<file path="src/sv/cdau_pkg.sv">
`timescale 1ns / 1ps
`default_nettype none

package cdau_pkg;

   // field widths
   localparam int YearInW  = 14;
   localparam int YearW    = 21;
   localparam int MonthW   = 4;
   localparam int DayW     = 5;
   localparam int HourW    = 5;
   localparam int MinuteW  = 6;
   localparam int AmountW  = 24;

   // shared divider geometry
   localparam int DivW     = 25;
   localparam int DivisorW = 9;
   localparam int RecipW   = 26;
   localparam int ShiftW   = 6;
   localparam int ProdW    = DivW + RecipW;

   // whole days left after the minute and hour carries
   localparam int DaysW    = 15;

   localparam logic [MonthW-1:0]   MaxMonth      = 4'd11;
   localparam logic [MonthW-1:0]   FebMonth      = 4'd1;
   localparam logic [DayW-1:0]     LeapFebLen    = 5'd29;
   localparam logic [DivisorW-1:0] YearCycle     = 9'd400;
   localparam logic [DivisorW-1:0] CenturyLen    = 9'd100;
   localparam logic [DivisorW-1:0] MinutesPerHour = 9'd60;
   localparam logic [DivisorW-1:0] HoursPerDay   = 9'd24;
   localparam logic [DivisorW-1:0] MonthsPerYear = 9'd12;

   // scaled reciprocals, rounded up, exact for any dividend below 2**DivW
   localparam logic [RecipW-1:0] RecipMinutes = 26'd35791395;  // 2**31 / 60
   localparam logic [ShiftW-1:0] ShiftMinutes = 6'd31;
   localparam logic [RecipW-1:0] RecipHours   = 26'd44739243;  // 2**30 / 24
   localparam logic [ShiftW-1:0] ShiftHours   = 6'd30;
   localparam logic [RecipW-1:0] RecipMonths  = 26'd44739243;  // 2**29 / 12
   localparam logic [ShiftW-1:0] ShiftMonths  = 6'd29;
   localparam logic [RecipW-1:0] RecipYears   = 26'd42949673;  // 2**34 / 400
   localparam logic [ShiftW-1:0] ShiftYears   = 6'd34;

   typedef struct packed {
      logic                start;
      logic [DivisorW-1:0] divisor;
   } div_req_type;

   typedef struct packed {
      logic busy;
      logic done;
   } div_stat_type;

   function automatic logic [DayW-1:0] plain_month_len(input logic [MonthW-1:0] month);
      logic [DayW-1:0] len;
      case (month)
         4'd1:                  len = 5'd28;
         4'd3, 4'd5, 4'd8, 4'd10: len = 5'd30;
         default:               len = 5'd31;
      endcase
      return len;
   endfunction

   // ymod is the year modulo 400
   function automatic logic is_leap(input logic [DivisorW-1:0] ymod);
      logic century;
      century = (ymod == CenturyLen) || (ymod == DivisorW'(2 * CenturyLen)) ||
                (ymod == DivisorW'(3 * CenturyLen));
      return (ymod[1:0] == 2'b00) && !century;
   endfunction

   function automatic logic [DayW-1:0] month_len(input logic [DivisorW-1:0] ymod,
                                                 input logic [MonthW-1:0]   month);
      logic [DayW-1:0] len;
      len = plain_month_len(month);
      if (month == FebMonth && is_leap(ymod)) begin
         len = LeapFebLen;
      end
      return len;
   endfunction

endpackage

`default_nettype wire

</file>
<file path="src/sv/cdau_intf.sv">
`timescale 1ns / 1ps
`default_nettype none

interface cdau_req_if;
   logic                               valid;
   logic                               ready;
   logic                               req_type;
   logic [cdau_pkg::YearInW-1:0]       in_year;
   logic [cdau_pkg::MonthW-1:0]        in_month;
   logic [cdau_pkg::DayW-1:0]          in_day;
   logic [cdau_pkg::HourW-1:0]         in_hour;
   logic [cdau_pkg::MinuteW-1:0]       in_minute;
   logic [cdau_pkg::AmountW-1:0]       amount;

   modport source (output valid, req_type, in_year, in_month, in_day, in_hour, in_minute,
                   amount, input ready);
   modport sink   (input valid, req_type, in_year, in_month, in_day, in_hour, in_minute,
                   amount, output ready);
endinterface

interface cdau_rsp_if;
   logic                               valid;
   logic                               ready;
   logic [cdau_pkg::YearW-1:0]         out_year;
   logic [cdau_pkg::MonthW-1:0]        out_month;
   logic [cdau_pkg::DayW-1:0]          out_day;
   logic [cdau_pkg::HourW-1:0]         out_hour;
   logic [cdau_pkg::MinuteW-1:0]       out_minute;

   modport source (output valid, out_year, out_month, out_day, out_hour, out_minute,
                   input ready);
   modport sink   (input valid, out_year, out_month, out_day, out_hour, out_minute,
                   output ready);
endinterface

`default_nettype wire

</file>
<file path="src/sv/cdau_div.sv">
`timescale 1ns / 1ps
`default_nettype none

// divider for the fixed divisors: multiply by a scaled reciprocal, shift down
// for the quotient, multiply back for the remainder; done rises with the registered remainder
module cdau_div (
   input  logic                          clock,
   input  logic                          reset,
   input  cdau_pkg::div_req_type         div_req,
   input  logic [cdau_pkg::DivW-1:0]     dividend,
   output cdau_pkg::div_stat_type        div_stat,
   output logic [cdau_pkg::DivW-1:0]     quotient,
   output logic [cdau_pkg::DivisorW-1:0] remainder
);
   import cdau_pkg::*;

   typedef enum logic [3:0] {
      D_IDLE = 4'b0001,
      D_MUL  = 4'b0010,
      D_QUO  = 4'b0100,
      D_REM  = 4'b1000
   } div_step_type;

   div_step_type        step_ff, step_in;
   logic                done_ff, done_in;
   logic [DivW-1:0]     num_ff;
   logic [DivisorW-1:0] divisor_ff;
   logic [ProdW-1:0]    prod_ff;
   logic [DivW-1:0]     quo_ff;
   logic [DivisorW-1:0] rem_ff;

   logic [RecipW-1:0]   recip;
   logic [ShiftW-1:0]   shift;
   logic [ProdW-1:0]    prod_in;
   logic [ProdW-1:0]    quo_full;
   logic [DivW-1:0]     back_prod;
   logic [DivW-1:0]     rem_full;

   // reciprocal and shift for the divisor in hand
   always_comb begin
      unique case (divisor_ff)
         HoursPerDay: begin
            recip = RecipHours;
            shift = ShiftHours;
         end
         MonthsPerYear: begin
            recip = RecipMonths;
            shift = ShiftMonths;
         end
         YearCycle: begin
            recip = RecipYears;
            shift = ShiftYears;
         end
         default: begin
            recip = RecipMinutes;
            shift = ShiftMinutes;
         end
      endcase
   end

   assign prod_in   = ProdW'(num_ff) * ProdW'(recip);
   assign quo_full  = prod_ff >> shift;
   assign back_prod = quo_ff * DivW'(divisor_ff);
   assign rem_full  = num_ff - back_prod;

   always_comb begin
      step_in = step_ff;
      done_in = 1'b0;
      if (div_req.start) begin
         step_in = D_MUL;
      end else begin
         unique case (step_ff)
            D_IDLE: step_in = D_IDLE;
            D_MUL:  step_in = D_QUO;
            D_QUO:  step_in = D_REM;
            D_REM: begin
               step_in = D_IDLE;
               done_in = 1'b1;
            end
            default: step_in = D_IDLE;
         endcase
      end
   end

   always_ff @(posedge clock) begin
      if (reset) begin
         step_ff <= D_IDLE;
         done_ff <= 1'b0;
      end else begin
         step_ff <= step_in;
         done_ff <= done_in;
      end
   end

   always_ff @(posedge clock) begin
      if (div_req.start) begin
         num_ff     <= dividend;
         divisor_ff <= div_req.divisor;
      end
      if (step_ff == D_MUL) begin
         prod_ff <= prod_in;
      end
      if (step_ff == D_QUO) begin
         quo_ff <= quo_full[DivW-1:0];
      end
      if (step_ff == D_REM) begin
         rem_ff <= rem_full[DivisorW-1:0];
      end
   end

   assign div_stat.busy = (step_ff != D_IDLE);
   assign div_stat.done = done_ff;
   assign quotient      = quo_ff;
   assign remainder     = rem_ff;

endmodule

`default_nettype wire

</file>
<file path="src/sv/calendar_date_advance_unit.sv">
`timescale 1ns / 1ps
`default_nettype none

// Advances a Gregorian date and time by a number of minutes (req_type 0) or
// months (req_type 1) and returns one result per request transfer. One request
// is worked at a time; req ready is high only while the sequencer is idle, and
// a finished result waits in the output register so the next request may be
// taken meanwhile; a result that reaches completion while the previous one is
// still held by the receiver waits in the done state, and so does the next request.
// Every request goes through the shared divider (reciprocal multiply, shift,
// multiply back, each step registered): minute mode divides by 60, by 24 and by
// 400 (year phase), then walks one month per cycle (the largest amount
// crosses some 383 months); month mode divides by 12 and by 400.
// Months 12 to 15 are read as December and day 0 as day 1.
module calendar_date_advance_unit (
   input  logic       clock,
   input  logic       reset,
   cdau_req_if.sink   req_ch,
   cdau_rsp_if.source rsp_ch
);
   import cdau_pkg::*;

   typedef enum logic [8:0] {
      S_IDLE     = 9'b000000001,
      S_DIV_MIN  = 9'b000000010,
      S_DIV_HOUR = 9'b000000100,
      S_DIV_MON  = 9'b000001000,
      S_DIV_YEAR = 9'b000010000,
      S_CLAMP    = 9'b000100000,
      S_WALK     = 9'b001000000,
      S_FIX      = 9'b010000000,
      S_DONE     = 9'b100000000
   } state_type;

   state_type state_ff, state_in;

   // working date
   logic                mode_ff,   mode_in;
   logic [YearW-1:0]    year_ff,   year_in;
   logic [MonthW-1:0]   month_ff,  month_in;
   logic [DayW-1:0]     day_ff,    day_in;
   logic [HourW-1:0]    hour_ff,   hour_in;
   logic [MinuteW-1:0]  minute_ff, minute_in;
   logic [DaysW-1:0]    days_ff,   days_in;
   logic [DivisorW-1:0] ymod_ff,   ymod_in;
   logic                at_end_ff, at_end_in;

   // output register
   logic                rsp_valid_ff, rsp_valid_in;
   logic [YearW-1:0]    rsp_year_ff;
   logic [MonthW-1:0]   rsp_month_ff;
   logic [DayW-1:0]     rsp_day_ff;
   logic [HourW-1:0]    rsp_hour_ff;
   logic [MinuteW-1:0]  rsp_minute_ff;
   logic                rsp_load;

   // shared divider
   div_req_type         div_req;
   div_stat_type        div_stat;
   logic [DivW-1:0]     dividend;
   logic [DivW-1:0]     quotient;
   logic [DivisorW-1:0] remainder;

   logic                req_xfer;
   logic [MonthW-1:0]   start_month;
   logic [DayW-1:0]     start_day;
   logic [DayW-1:0]     len_cur;
   logic [DaysW:0]      walk_sum;
   logic [DayW-1:0]     walk_step;
   logic [YearW-1:0]    year_sum;

   cdau_div u_div (
      .clock     (clock),
      .reset     (reset),
      .div_req   (div_req),
      .dividend  (dividend),
      .div_stat  (div_stat),
      .quotient  (quotient),
      .remainder (remainder)
   );

   assign req_ch.ready = (state_ff == S_IDLE);
   assign req_xfer     = req_ch.valid && req_ch.ready;

   // out-of-range month reads as december, day zero as the first
   assign start_month = (req_ch.in_month > MaxMonth) ? MaxMonth : req_ch.in_month;
   assign start_day   = (req_ch.in_day == '0) ? DayW'(1) : req_ch.in_day;

   // length of the month being visited, leap february from year mod 400
   assign len_cur   = month_len(ymod_ff, month_ff);
   assign walk_sum  = (DaysW + 1)'(day_ff) + (DaysW + 1)'(days_ff);
   assign walk_step = len_cur - day_ff + DayW'(1);
   assign year_sum  = year_ff + quotient[YearW-1:0];

   always_comb begin
      state_in  = state_ff;
      mode_in   = mode_ff;
      year_in   = year_ff;
      month_in  = month_ff;
      day_in    = day_ff;
      hour_in   = hour_ff;
      minute_in = minute_ff;
      days_in   = days_ff;
      ymod_in   = ymod_ff;
      at_end_in = at_end_ff;
      div_req   = '{start: 1'b0, divisor: MinutesPerHour};
      dividend  = '0;
      rsp_load  = 1'b0;

      unique case (state_ff)
         S_IDLE: begin
            if (req_xfer) begin
               mode_in   = req_ch.req_type;
               year_in   = YearW'(req_ch.in_year);
               month_in  = start_month;
               day_in    = start_day;
               hour_in   = req_ch.in_hour;
               minute_in = req_ch.in_minute;
               // end of month judged on the plain table
               at_end_in = (start_day == plain_month_len(start_month));
               div_req.start = 1'b1;
               if (req_ch.req_type) begin
                  div_req.divisor = MonthsPerYear;
                  dividend = DivW'(req_ch.amount) + DivW'(start_month);
                  state_in = S_DIV_MON;
               end else begin
                  div_req.divisor = MinutesPerHour;
                  dividend = DivW'(req_ch.amount) + DivW'(req_ch.in_minute);
                  state_in = S_DIV_MIN;
               end
            end
         end
         S_DIV_MIN: begin
            if (div_stat.done) begin
               minute_in     = remainder[MinuteW-1:0];
               div_req.start = 1'b1;
               div_req.divisor = HoursPerDay;
               dividend = quotient + DivW'(hour_ff);
               state_in = S_DIV_HOUR;
            end
         end
         S_DIV_HOUR: begin
            if (div_stat.done) begin
               hour_in       = remainder[HourW-1:0];
               days_in       = quotient[DaysW-1:0];
               div_req.start = 1'b1;
               div_req.divisor = YearCycle;
               dividend = DivW'(year_ff);
               state_in = S_DIV_YEAR;
            end
         end
         S_DIV_MON: begin
            if (div_stat.done) begin
               month_in      = remainder[MonthW-1:0];
               year_in       = year_sum;
               div_req.start = 1'b1;
               div_req.divisor = YearCycle;
               dividend = DivW'(year_sum);
               state_in = S_DIV_YEAR;
            end
         end
         S_DIV_YEAR: begin
            if (div_stat.done) begin
               ymod_in  = remainder;
               state_in = mode_ff ? S_FIX : S_CLAMP;
            end
         end
         S_CLAMP: begin
            // start day past the end of its month
            if (day_ff > len_cur) begin
               day_in = len_cur;
            end
            state_in = S_WALK;
         end
         S_WALK: begin
            if (walk_sum > (DaysW + 1)'(len_cur)) begin
               days_in = days_ff - DaysW'(walk_step);
               day_in  = DayW'(1);
               if (month_ff == MaxMonth) begin
                  month_in = '0;
                  year_in  = year_ff + YearW'(1);
                  ymod_in  = (ymod_ff == YearCycle - 1'b1) ? '0 : ymod_ff + 1'b1;
               end else begin
                  month_in = month_ff + 1'b1;
               end
            end else begin
               day_in   = walk_sum[DayW-1:0];
               state_in = S_DONE;
            end
         end
         S_FIX: begin
            // snap to month end, or clamp a day the target month lacks
            if (at_end_ff || day_ff > len_cur) begin
               day_in = len_cur;
            end
            state_in = S_DONE;
         end
         S_DONE: begin
            if (!rsp_valid_ff || rsp_ch.ready) begin
               rsp_load = 1'b1;
               state_in = S_IDLE;
            end
         end
         default: begin
            state_in = S_IDLE;
         end
      endcase
   end

   always_comb begin
      rsp_valid_in = rsp_valid_ff;
      if (rsp_load) begin
         rsp_valid_in = 1'b1;
      end else if (rsp_ch.ready) begin
         rsp_valid_in = 1'b0;
      end
   end

   always_ff @(posedge clock) begin
      if (reset) begin
         state_ff     <= S_IDLE;
         rsp_valid_ff <= 1'b0;
      end else begin
         state_ff     <= state_in;
         rsp_valid_ff <= rsp_valid_in;
      end
   end

   always_ff @(posedge clock) begin
      mode_ff   <= mode_in;
      year_ff   <= year_in;
      month_ff  <= month_in;
      day_ff    <= day_in;
      hour_ff   <= hour_in;
      minute_ff <= minute_in;
      days_ff   <= days_in;
      ymod_ff   <= ymod_in;
      at_end_ff <= at_end_in;
      if (rsp_load) begin
         rsp_year_ff   <= year_ff;
         rsp_month_ff  <= month_ff;
         rsp_day_ff    <= day_ff;
         rsp_hour_ff   <= hour_ff;
         rsp_minute_ff <= minute_ff;
      end
   end

   // result channel
   assign rsp_ch.valid      = rsp_valid_ff;
   assign rsp_ch.out_year   = rsp_year_ff;
   assign rsp_ch.out_month  = rsp_month_ff;
   assign rsp_ch.out_day    = rsp_day_ff;
   assign rsp_ch.out_hour   = rsp_hour_ff;
   assign rsp_ch.out_minute = rsp_minute_ff;

`ifndef SYNTH
   // divider is never restarted mid-division
   a_div_start_idle: assert property (@(posedge clock) disable iff (reset)
      div_req.start |-> !div_stat.busy)
      else $error("divider started while busy");

   // a finished division is only seen while the sequencer waits on it
   a_div_done_state: assert property (@(posedge clock) disable iff (reset)
      div_stat.done |-> (state_ff == S_DIV_MIN || state_ff == S_DIV_HOUR ||
                         state_ff == S_DIV_MON || state_ff == S_DIV_YEAR))
      else $error("division finished outside a divide phase");

   // month walk keeps a legal date in hand
   a_walk_date: assert property (@(posedge clock) disable iff (reset)
      state_ff == S_WALK |-> (ymod_ff < YearCycle && month_ff <= MaxMonth &&
                              day_ff != '0 && day_ff <= len_cur))
      else $error("illegal date during month walk");

   // each request transfer starts a division
   a_req_starts: assert property (@(posedge clock) disable iff (reset)
      req_xfer |=> (state_ff == S_DIV_MIN || state_ff == S_DIV_MON))
      else $error("request transfer did not start the sequencer");

   // a new result only follows a completed sequence
   a_rsp_from_done: assert property (@(posedge clock) disable iff (reset)
      $rose(rsp_valid_ff) |-> $past(state_ff == S_DONE))
      else $error("result raised outside completion");
`endif

endmodule

`default_nettype wire

</file>
<file path="src/flat_wrapper.sv">
// flat-port wrapper written by rule: the top's interface ports become plain ports
module calendar_date_advance_unit_flat import cdau_pkg::*;
  (clock, reset, req_ch_valid, req_ch_req_type, req_ch_in_year, req_ch_in_month, req_ch_in_day, req_ch_in_hour, req_ch_in_minute, req_ch_amount, req_ch_ready, rsp_ch_valid, rsp_ch_out_year, rsp_ch_out_month, rsp_ch_out_day, rsp_ch_out_hour, rsp_ch_out_minute, rsp_ch_ready);
  cdau_req_if req_ch_i ();
  cdau_rsp_if rsp_ch_i ();
  input  logic clock;
  input  logic reset;
  input wire logic [$bits(req_ch_i.valid)-1:0] req_ch_valid;
  input wire logic [$bits(req_ch_i.req_type)-1:0] req_ch_req_type;
  input wire logic [$bits(req_ch_i.in_year)-1:0] req_ch_in_year;
  input wire logic [$bits(req_ch_i.in_month)-1:0] req_ch_in_month;
  input wire logic [$bits(req_ch_i.in_day)-1:0] req_ch_in_day;
  input wire logic [$bits(req_ch_i.in_hour)-1:0] req_ch_in_hour;
  input wire logic [$bits(req_ch_i.in_minute)-1:0] req_ch_in_minute;
  input wire logic [$bits(req_ch_i.amount)-1:0] req_ch_amount;
  output wire logic [$bits(req_ch_i.ready)-1:0] req_ch_ready;
  output wire logic [$bits(rsp_ch_i.valid)-1:0] rsp_ch_valid;
  output wire logic [$bits(rsp_ch_i.out_year)-1:0] rsp_ch_out_year;
  output wire logic [$bits(rsp_ch_i.out_month)-1:0] rsp_ch_out_month;
  output wire logic [$bits(rsp_ch_i.out_day)-1:0] rsp_ch_out_day;
  output wire logic [$bits(rsp_ch_i.out_hour)-1:0] rsp_ch_out_hour;
  output wire logic [$bits(rsp_ch_i.out_minute)-1:0] rsp_ch_out_minute;
  input wire logic [$bits(rsp_ch_i.ready)-1:0] rsp_ch_ready;
  assign req_ch_i.valid = req_ch_valid;
  assign req_ch_i.req_type = req_ch_req_type;
  assign req_ch_i.in_year = req_ch_in_year;
  assign req_ch_i.in_month = req_ch_in_month;
  assign req_ch_i.in_day = req_ch_in_day;
  assign req_ch_i.in_hour = req_ch_in_hour;
  assign req_ch_i.in_minute = req_ch_in_minute;
  assign req_ch_i.amount = req_ch_amount;
  assign req_ch_ready = req_ch_i.ready;
  assign rsp_ch_valid = rsp_ch_i.valid;
  assign rsp_ch_out_year = rsp_ch_i.out_year;
  assign rsp_ch_out_month = rsp_ch_i.out_month;
  assign rsp_ch_out_day = rsp_ch_i.out_day;
  assign rsp_ch_out_hour = rsp_ch_i.out_hour;
  assign rsp_ch_out_minute = rsp_ch_i.out_minute;
  assign rsp_ch_i.ready = rsp_ch_ready;
  calendar_date_advance_unit u_core (.clock(clock), .reset(reset), .req_ch(req_ch_i), .rsp_ch(rsp_ch_i));
endmodule
</file>
<file path="config.mk">
export PLATFORM = sky130hd
export DESIGN_NAME = calendar_date_advance_unit_flat
export DESIGN_NICKNAME = d
export VERILOG_FILES = /design/src/sv/cdau_pkg.sv /design/src/sv/cdau_intf.sv /design/src/sv/cdau_div.sv /design/src/sv/calendar_date_advance_unit.sv /design/src/flat_wrapper.sv
export SDC_FILE = /design/constraint.sdc
export NUM_CORES = 2
export LEC_CHECK = 0
export CAP_MARGIN = 20
export CORE_ASPECT_RATIO = 0.75
export CORE_UTILIZATION = 55
export CTS_CLUSTER_DIAMETER = 100
export DETAILED_ROUTE_END_ITERATION = 16
export DONT_BUFFER_PORTS = 1
export PLACE_DENSITY = 0.82
export SLEW_MARGIN = 20
export SYNTH_ARGS = -nofsm -noshare
export SYNTH_HDL_FRONTEND = slang
export SYNTH_SLANG_ARGS = --single-unit
</file>
<file path="constraint.sdc">
create_clock -name clock -period 19.7 [get_ports clock]
set_input_delay 2.955 -clock clock [delete_from_list [all_inputs] [get_ports clock]]
set_output_delay 2.955 -clock clock [all_outputs]
set_load 0.01 [all_outputs]
</file>
After elaboration in Yosys (flattened, before gate mapping)
Index checks and enable logic that the tools add are counted.
{"block": "classes", "addsub": 12, "eq_ne": 43, "reduce_logical": 32, "n_shift": 1, "n_lt_le_gt_ge": 3, "n_mul": 2, "muxes": 65}
{"operator": "21-bit 2-to-1 mux", "n": 6}
{"operator": "25-bit case mux with 4 select lines", "n": 1}
{"operator": "9-bit 2-to-1 mux", "n": 10}
{"operator": "25-bit 2-to-1 mux", "n": 3}
{"operator": "9-bit case mux with 8 select lines", "n": 1}
{"operator": "21-bit case mux with 3 select lines", "n": 1}
{"operator": "25-bit by 26-bit multiplier with 51-bit output", "n": 1}
{"operator": "51-bit by 6-bit >> shifter with 25-bit output", "n": 1}
{"operator": "24-bit case mux with 2 select lines", "n": 1}
{"operator": "5-bit 2-to-1 mux", "n": 9}
{"operator": "9-bit == test, second input constant", "n": 4}
{"operator": "10-bit 2-to-1 mux", "n": 3}
{"operator": "15-bit 2-to-1 mux", "n": 2}
{"operator": "10-bit case mux with 3 select lines", "n": 1}
{"operator": "15-bit case mux with 2 select lines", "n": 1}
{"operator": "24-bit by 4-bit adder with 25-bit output", "n": 1}
{"operator": "24-bit by 6-bit adder with 25-bit output", "n": 1}
{"operator": "25-bit by 5-bit adder with 25-bit output", "n": 1}
{"operator": "25-bit by 9-bit multiplier with 9-bit output", "n": 1}
{"operator": "4-bit == test, second input constant", "n": 6}
{"operator": "4-bit 2-to-1 mux", "n": 6}
{"operator": "21-bit by 1-bit adder with 21-bit output, second input constant", "n": 1}
{"operator": "21-bit adder", "n": 1}
{"operator": "5-bit case mux with 4 select lines", "n": 1}
{"operator": "50 further kinds", "n": 94}
{"block": "word_totals", "ff_bits": 242, "output_inout_bits": 43, "wordCells": 182}

Logic depth before layout (Yosys ltp)
{"block": "logic_depth", "word_depth": 12, "ltp_mapped": 32, "depth_no_buf": 31}

Cells and area by module
From an unflattened synthesis, not the netlist that was laid out.
{"block": "unflattened", "hier_cells": 3023, "hier_area_um2": 29394.4}
{"mod": "cdau_div", "cells_per_inst": 2002, "seq_area_each_um2": 2802.7, "instances": 1, "area_per_inst_um2": 20075.5}
{"mod": "calendar_date_advance_unit", "cells_per_inst": 1021, "seq_area_each_um2": 3443.3, "instances": 1, "area_per_inst_um2": 9318.9}

Least setup slack after synthesis
OpenSTA, ideal clock, no wires.
{"block": "synth_timing", "path_kind": "flip-flop to flip-flop", "startpoint": "register u_core.u_div.divisor_ff[2]", "endpoint": "register u_core.u_div.prod_ff[49] (data pin)", "period_less_slack_ns": 7.655, "path_stages_with_launch": 28, "arrival_time_ns": 7.388, "n_path_buf": 2, "t_required_ns": 19.433, "setup_ns": 0.267, "slack_ns": 12.045, "cell_sequence": "edfxtp_1 nand2b_1 nor4b_2 clkbuf_1 buf_1 nor2_1 fa_1 inv_1 fa_1 inv_1 fa_1 fa_1 fa_1 fa_1 inv_1 fa_1 inv_1 ha_1 o21ai_0 o21bai_1 a211oi_2 o21ai_1 a21oi_2 a21oi_2 o31ai_4 a21boi_2 nor4_1 nor3_2"}
{"block": "synth_via", "elab_chain_cells": 4}
{"item": "start: declaration", "line_no": "cdau_div.sv:27", "rtl": "logic [DivisorW-1:0] divisor_ff;"}
{"item": "start signal: assignment", "line_no": "cdau_div.sv:98", "rtl": "divisor_ff <= div_req.divisor;"}
{"item": "9-bit by 4-bit == test with 1-bit output or 9-bit by 5-bit == test with 1-bit output (tied branches)", "line_no": "cdau_div.sv:41", "rtl": "unique case (divisor_ff)"}
{"item": "2-bit OR reduction (no source line)"}
{"item": "24-bit case mux with 2 select lines *", "line_no": "cdau_div.sv:41"}
{"item": "25-bit by 26-bit multiplier with 51-bit output *", "line_no": "cdau_div.sv:61", "rtl": "assign prod_in = ProdW'(num_ff) * ProdW'(recip);"}
{"item": "named net u_core.u_div.prod_in[49]", "line_no": "cdau_div.sv:34", "rtl": "logic [ProdW-1:0] prod_in;"}
{"item": "end signal: assignment", "line_no": "cdau_div.sv:101", "rtl": "prod_ff <= prod_in;"}
{"item": "end: declaration", "line_no": "cdau_div.sv:28", "rtl": "logic [ProdW-1:0] prod_ff;"}
Mark *: on every way through the listed nets, which the timed path passes. The rest lies on a longest branch.
A chain may end at the register's enable or synchronous reset.

Worst setup path in the final report
{"block": "layout_timing", "startpoint": "register u_core.u_div.divisor_ff[2]", "endpoint": "register u_core.u_div.prod_ff[50] (data pin)"}
The elaborated chain is that of the path after synthesis.

==> impl_metrics.toml <==
[status]
run_status = "completed"

[min_path]
hold_path_startpoint = "u_core.minute_ff[4]"
timing.hold.worst.class = "reg2reg"
worst_hold_path.num_cells = 0
whs_endpoint = "u_core.rsp_ch.out_minute[4]"

[routing]
postRouteWirelength_um = 80230
drt-vias-per-instance = 5.814
route.detailed.drc = 0
detail_route.first_pass.iterations = 6
post_drt_wl_per_cell_um = 22.86
antenna_violating_nets_post_route = 0
detailedRoute.firstIterationViolations = 2137
route.vias.total = 20410

[yosys]
yosys_register_bits = 210
asyncSetResetFlopFracSynth_pct = 0
xor_xnor_fraction_of_synth_area_pct = 4.782
syn_avg_cell_area_sq_um = 9.917
ys_seq_area_share_pct = 21.70
dominant_combinational_cell_family_by_area_after_synthesis = "adder cells"
synthCells = 2860
synth_simple_gate_area_share_pct = 10.82
synth.area.mux_share_pct = 1.473
complex_gate_fraction_of_the_synthesized_area_pct = 8.616
yosys.cell_types.count = 87
yosys_warnings = 0
synthAdderAreaFrac_pct = 43.11
postSynth.topFlopCell = "sky130_fd_sc_hd__edfxtp_1"
synth_edf_count = 195
netlist_area_sq_mm = 0.02836

[cts]
postCtsHoldBufs = 0
cts-root-buf = "sky130_fd_sc_hd__clkbuf_16"
cts.htree.levels = 1
cts.sinks = 210
cts_tree = "done"
path_clk_slew_ps = 70
ctsResizeCount = 0
post_cts.repair.setup_buffers = 0
max-clock-path-buffers = 3
num_cts_buffers = 20
clk_latency_ps = 530

[sta]
rsz0062_at_grt = "no"
fin_setup_tns_ps = 0
final_period_minus_worst_setup_slack_ps = 8766
setup_ws_ps = 10930
timing.final.setup_violations = 0
final_hold_violating_endpoints = 0
skew_ps = 26.05
max_freq_mhz = 114.1
worst_slew_pin_slew_ps = 1098
report.final.slew_viol_count = 0
min_period_over_period_pct = 44.50
slew_headroom_pct = 24.88

[cells_and_area]
finalNonFillerCells = 3510
antenna_cells = 0
fin_nets = 3644
area_delta_synth_final_pct = 5.228
layout-drive-gt1-share_pct = 3.575

[critical_path]
r2r.worst_path.cells = 31
critical_path_required_ps = 19970
count_of_buffering_cells_on_the_critical_path_with_inverters_included = 8
reg2reg_to = "u_core.u_div.prod_ff[50]"
critPathTopFamily = "adder cells"
slowest_delay_ps = 570
critical_path_arrival_ps = 9030
worstPathMaxFanout = 9
regToRegStartpoint = "u_core.u_div.divisor_ff[2]"
start_kind = "flop"
worst_setup_path_end_kind = "flop"
cpMostUsedCell = "sky130_fd_sc_hd__inv_1"
setup.reg_to_reg.worst_slack_ps = 10930
critical_path.slowest_cell = "sky130_fd_sc_hd__o21ai_0"
worst-setup-path-type = "reg2reg"

[floorplanning]
die-area_sq_mm = 0.05249
floorplan.initialDensity_pct = 56.11
coreArea_sq_mm = 0.05055
die_w_um = 264.2
num_rows = 71
die_y_um = 198.7
number_of_ports_placed_on_the_die_boundary = 106

[global_route]
globalRouteMet3Util_pct = 9.829
wire_length_of_the_first_global_routing_pass_um = 125200
via_count_of_the_first_global_routing_pass = 21470
grt_antenna_before_repair = 0
global_route.overflow_total = 0
use_met1_pct = 45.65
grt_util_all_layers_pct = 31.75
grt_use_met2_pct = 47.44
grt_max_degree = 76
layer_with_the_highest_usage_after_global_routing = "met2"

[placed_design]
dp.cells = 3473
io_buffers = 0
gp_congestion = 0.9658
hpwl_dp_um = 68670
dp_slack_ps = 11080

[job]
max_cap_viol_count = 0
==> cell type report <==
type | instances | area, sq um
Sequential cell | 210 | 6156
Multi-Input combinational cell | 1939 | 19590
Tap cell | 657 | 822.0
Fill cell | 4299 | 20700
Clock inverter | 8 | 98.84
Clock buffer | 28 | 591.8
Timing Repair Buffer | 17 | 147.6
Inverter | 651 | 2444
==> routing by layer <==
layer | part of all wire (%) | up-vias
met5 | 0 | -
met4 | 1.9 | 0
met3 | 11 | 86
met2 | 43 | 853
met1 | 45 | 10240
li1 | - | 9230
==> sequential cells by signal, indices dropped and copies added (netlist names), 6 cells and up <==
| register | count |
|---|---|
| u_core.u_div.prod_ff | 23 |
| u_core.rsp_ch.out_year | 21 |
| u_core.minute_ff | 6 |
| u_core.u_div.num_ff | 25 |
| u_core.ymod_ff | 9 |
| u_core.rsp_ch.out_minute | 6 |
| u_core.state_ff | 9 |
| u_core.u_div.quotient | 25 |
| u_core.year_ff | 21 |
| u_core.u_div.remainder | 9 |
| u_core.days_ff | 15 |
==> cells in the final DEF, fill, tap and decap left out, types with 7 or more instances in the layout <==
cell type                     n
sky130_fd_sc_hd__nand2b_1    15
sky130_fd_sc_hd__and2_1      31
sky130_fd_sc_hd__dfxtp_1     15
sky130_fd_sc_hd__o22ai_1     13
sky130_fd_sc_hd__o211ai_1    16
sky130_fd_sc_hd__nand4_1     20
sky130_fd_sc_hd__o21bai_1    17
sky130_fd_sc_hd__nor2_1     106
sky130_fd_sc_hd__nand2_1    273
sky130_fd_sc_hd__nor4_1      10
sky130_fd_sc_hd__inv_1      651
sky130_fd_sc_hd__and3_1      23
sky130_fd_sc_hd__a21oi_1     86
sky130_fd_sc_hd__xor2_1      58
sky130_fd_sc_hd__o31ai_1     11
sky130_fd_sc_hd__nand3_1     52
sky130_fd_sc_hd__o21a_1       8
sky130_fd_sc_hd__xnor2_1     95
sky130_fd_sc_hd__ha_1       350
sky130_fd_sc_hd__mux2i_1     35
sky130_fd_sc_hd__clkbuf_16   21
sky130_fd_sc_hd__nor3b_1      7
sky130_fd_sc_hd__or2_2        9
sky130_fd_sc_hd__nor2b_1     24
sky130_fd_sc_hd__fa_1       392
sky130_fd_sc_hd__a22oi_1     11
sky130_fd_sc_hd__a31oi_1      8
sky130_fd_sc_hd__nor3_1      27
sky130_fd_sc_hd__buf_4       16
sky130_fd_sc_hd__a21o_1      39
sky130_fd_sc_hd__o21ai_0     78
sky130_fd_sc_hd__nand3b_1    12
sky130_fd_sc_hd__edfxtp_1   195
==> metrics by stage <==
step | utilization, % | area [sq um] | hold WS [ps]
finish | 59.04 | 29840 | 420.6
global route | 59.04 | 29840 | 424.0
CTS | 58.97 | 29810 | 420.4
detailed placement | 57.60 | 29120 | 405.4
global placement | 57.60 | 29120 | 406.7
floorplan | - | 28370 | 400.3
==> cell families after synthesis <==
family                     after synthesis
adders and majority gates              742
buffers and inverters                  713
DFF                                    210
and+or+nand+nor                        640
AOI/OAI and AO/OA                      359
xor gates and xnor gates               154
other                                    1
muxes                                   41
==> synthesized netlist by cell type, types with 5 or more instances <==
cell type | number | area share, %
sky130_fd_sc_hd__o221ai_1 | 6 | 0.19
sky130_fd_sc_hd__o31ai_1 | 11 | 0.29
sky130_fd_sc_hd__buf_1 | 5 | 0.066
sky130_fd_sc_hd__and2_1 | 31 | 0.68
sky130_fd_sc_hd__nand4_1 | 20 | 0.44
sky130_fd_sc_hd__a22oi_1 | 11 | 0.29
sky130_fd_sc_hd__nor3b_1 | 8 | 0.21
sky130_fd_sc_hd__o22ai_1 | 13 | 0.29
sky130_fd_sc_hd__o21bai_1 | 17 | 0.45
sky130_fd_sc_hd__nand3b_1 | 12 | 0.32
sky130_fd_sc_hd__or2_2 | 9 | 0.20
sky130_fd_sc_hd__buf_2 | 10 | 0.18
sky130_fd_sc_hd__nand2_1 | 273 | 3.6
sky130_fd_sc_hd__nor3_1 | 28 | 0.49
sky130_fd_sc_hd__dfxtp_1 | 15 | 1.1
sky130_fd_sc_hd__mux2i_1 | 35 | 1.2
sky130_fd_sc_hd__a21o_1 | 39 | 1.0
sky130_fd_sc_hd__clkbuf_1 | 47 | 0.62
sky130_fd_sc_hd__a222oi_1 | 5 | 0.18
sky130_fd_sc_hd__ha_1 | 350 | 15
sky130_fd_sc_hd__edfxtp_1 | 195 | 21
sky130_fd_sc_hd__nand3_1 | 52 | 0.92
sky130_fd_sc_hd__nor2_1 | 106 | 1.4
sky130_fd_sc_hd__fa_1 | 392 | 28
sky130_fd_sc_hd__inv_1 | 651 | 8.6
sky130_fd_sc_hd__o21ai_0 | 78 | 1.4
sky130_fd_sc_hd__o21a_1 | 8 | 0.21
sky130_fd_sc_hd__a31oi_1 | 8 | 0.18
sky130_fd_sc_hd__o211ai_1 | 16 | 0.42
sky130_fd_sc_hd__nor2b_1 | 25 | 0.55
sky130_fd_sc_hd__nand2b_1 | 15 | 0.33
sky130_fd_sc_hd__xnor2_1 | 95 | 2.9
sky130_fd_sc_hd__nor4_1 | 10 | 0.22
sky130_fd_sc_hd__mux2_2 | 6 | 0.24
sky130_fd_sc_hd__a21oi_1 | 87 | 1.5
sky130_fd_sc_hd__xor2_1 | 58 | 1.8
sky130_fd_sc_hd__and3_1 | 24 | 0.53
==> worst max-delay path by stage <==
| stage | from | endpoint | slack [ps] | cells past startpoint |
|---|---|---|---|---|
| floorplan | u_core.u_div.divisor_ff[2] | u_core.u_div.prod_ff[49] | 12050 | 27 |
| global placement | u_core.u_div.divisor_ff[2] | u_core.u_div.prod_ff[50] | 11140 | 31 |
| detailed placement | u_core.u_div.divisor_ff[2] | u_core.u_div.prod_ff[50] | 11080 | 31 |
| CTS | u_core.u_div.divisor_ff[2] | u_core.u_div.prod_ff[48] | 10990 | 31 |
| global route | u_core.u_div.divisor_ff[2] | u_core.u_div.prod_ff[50] | 10350 | 31 |
| finish | u_core.u_div.divisor_ff[2] | u_core.u_div.prod_ff[50] | 10930 | 31 |
Power is left out: the tool's default activity adds up to more than one toggle a clock period on the data nets, which glitch-free logic cannot reach.
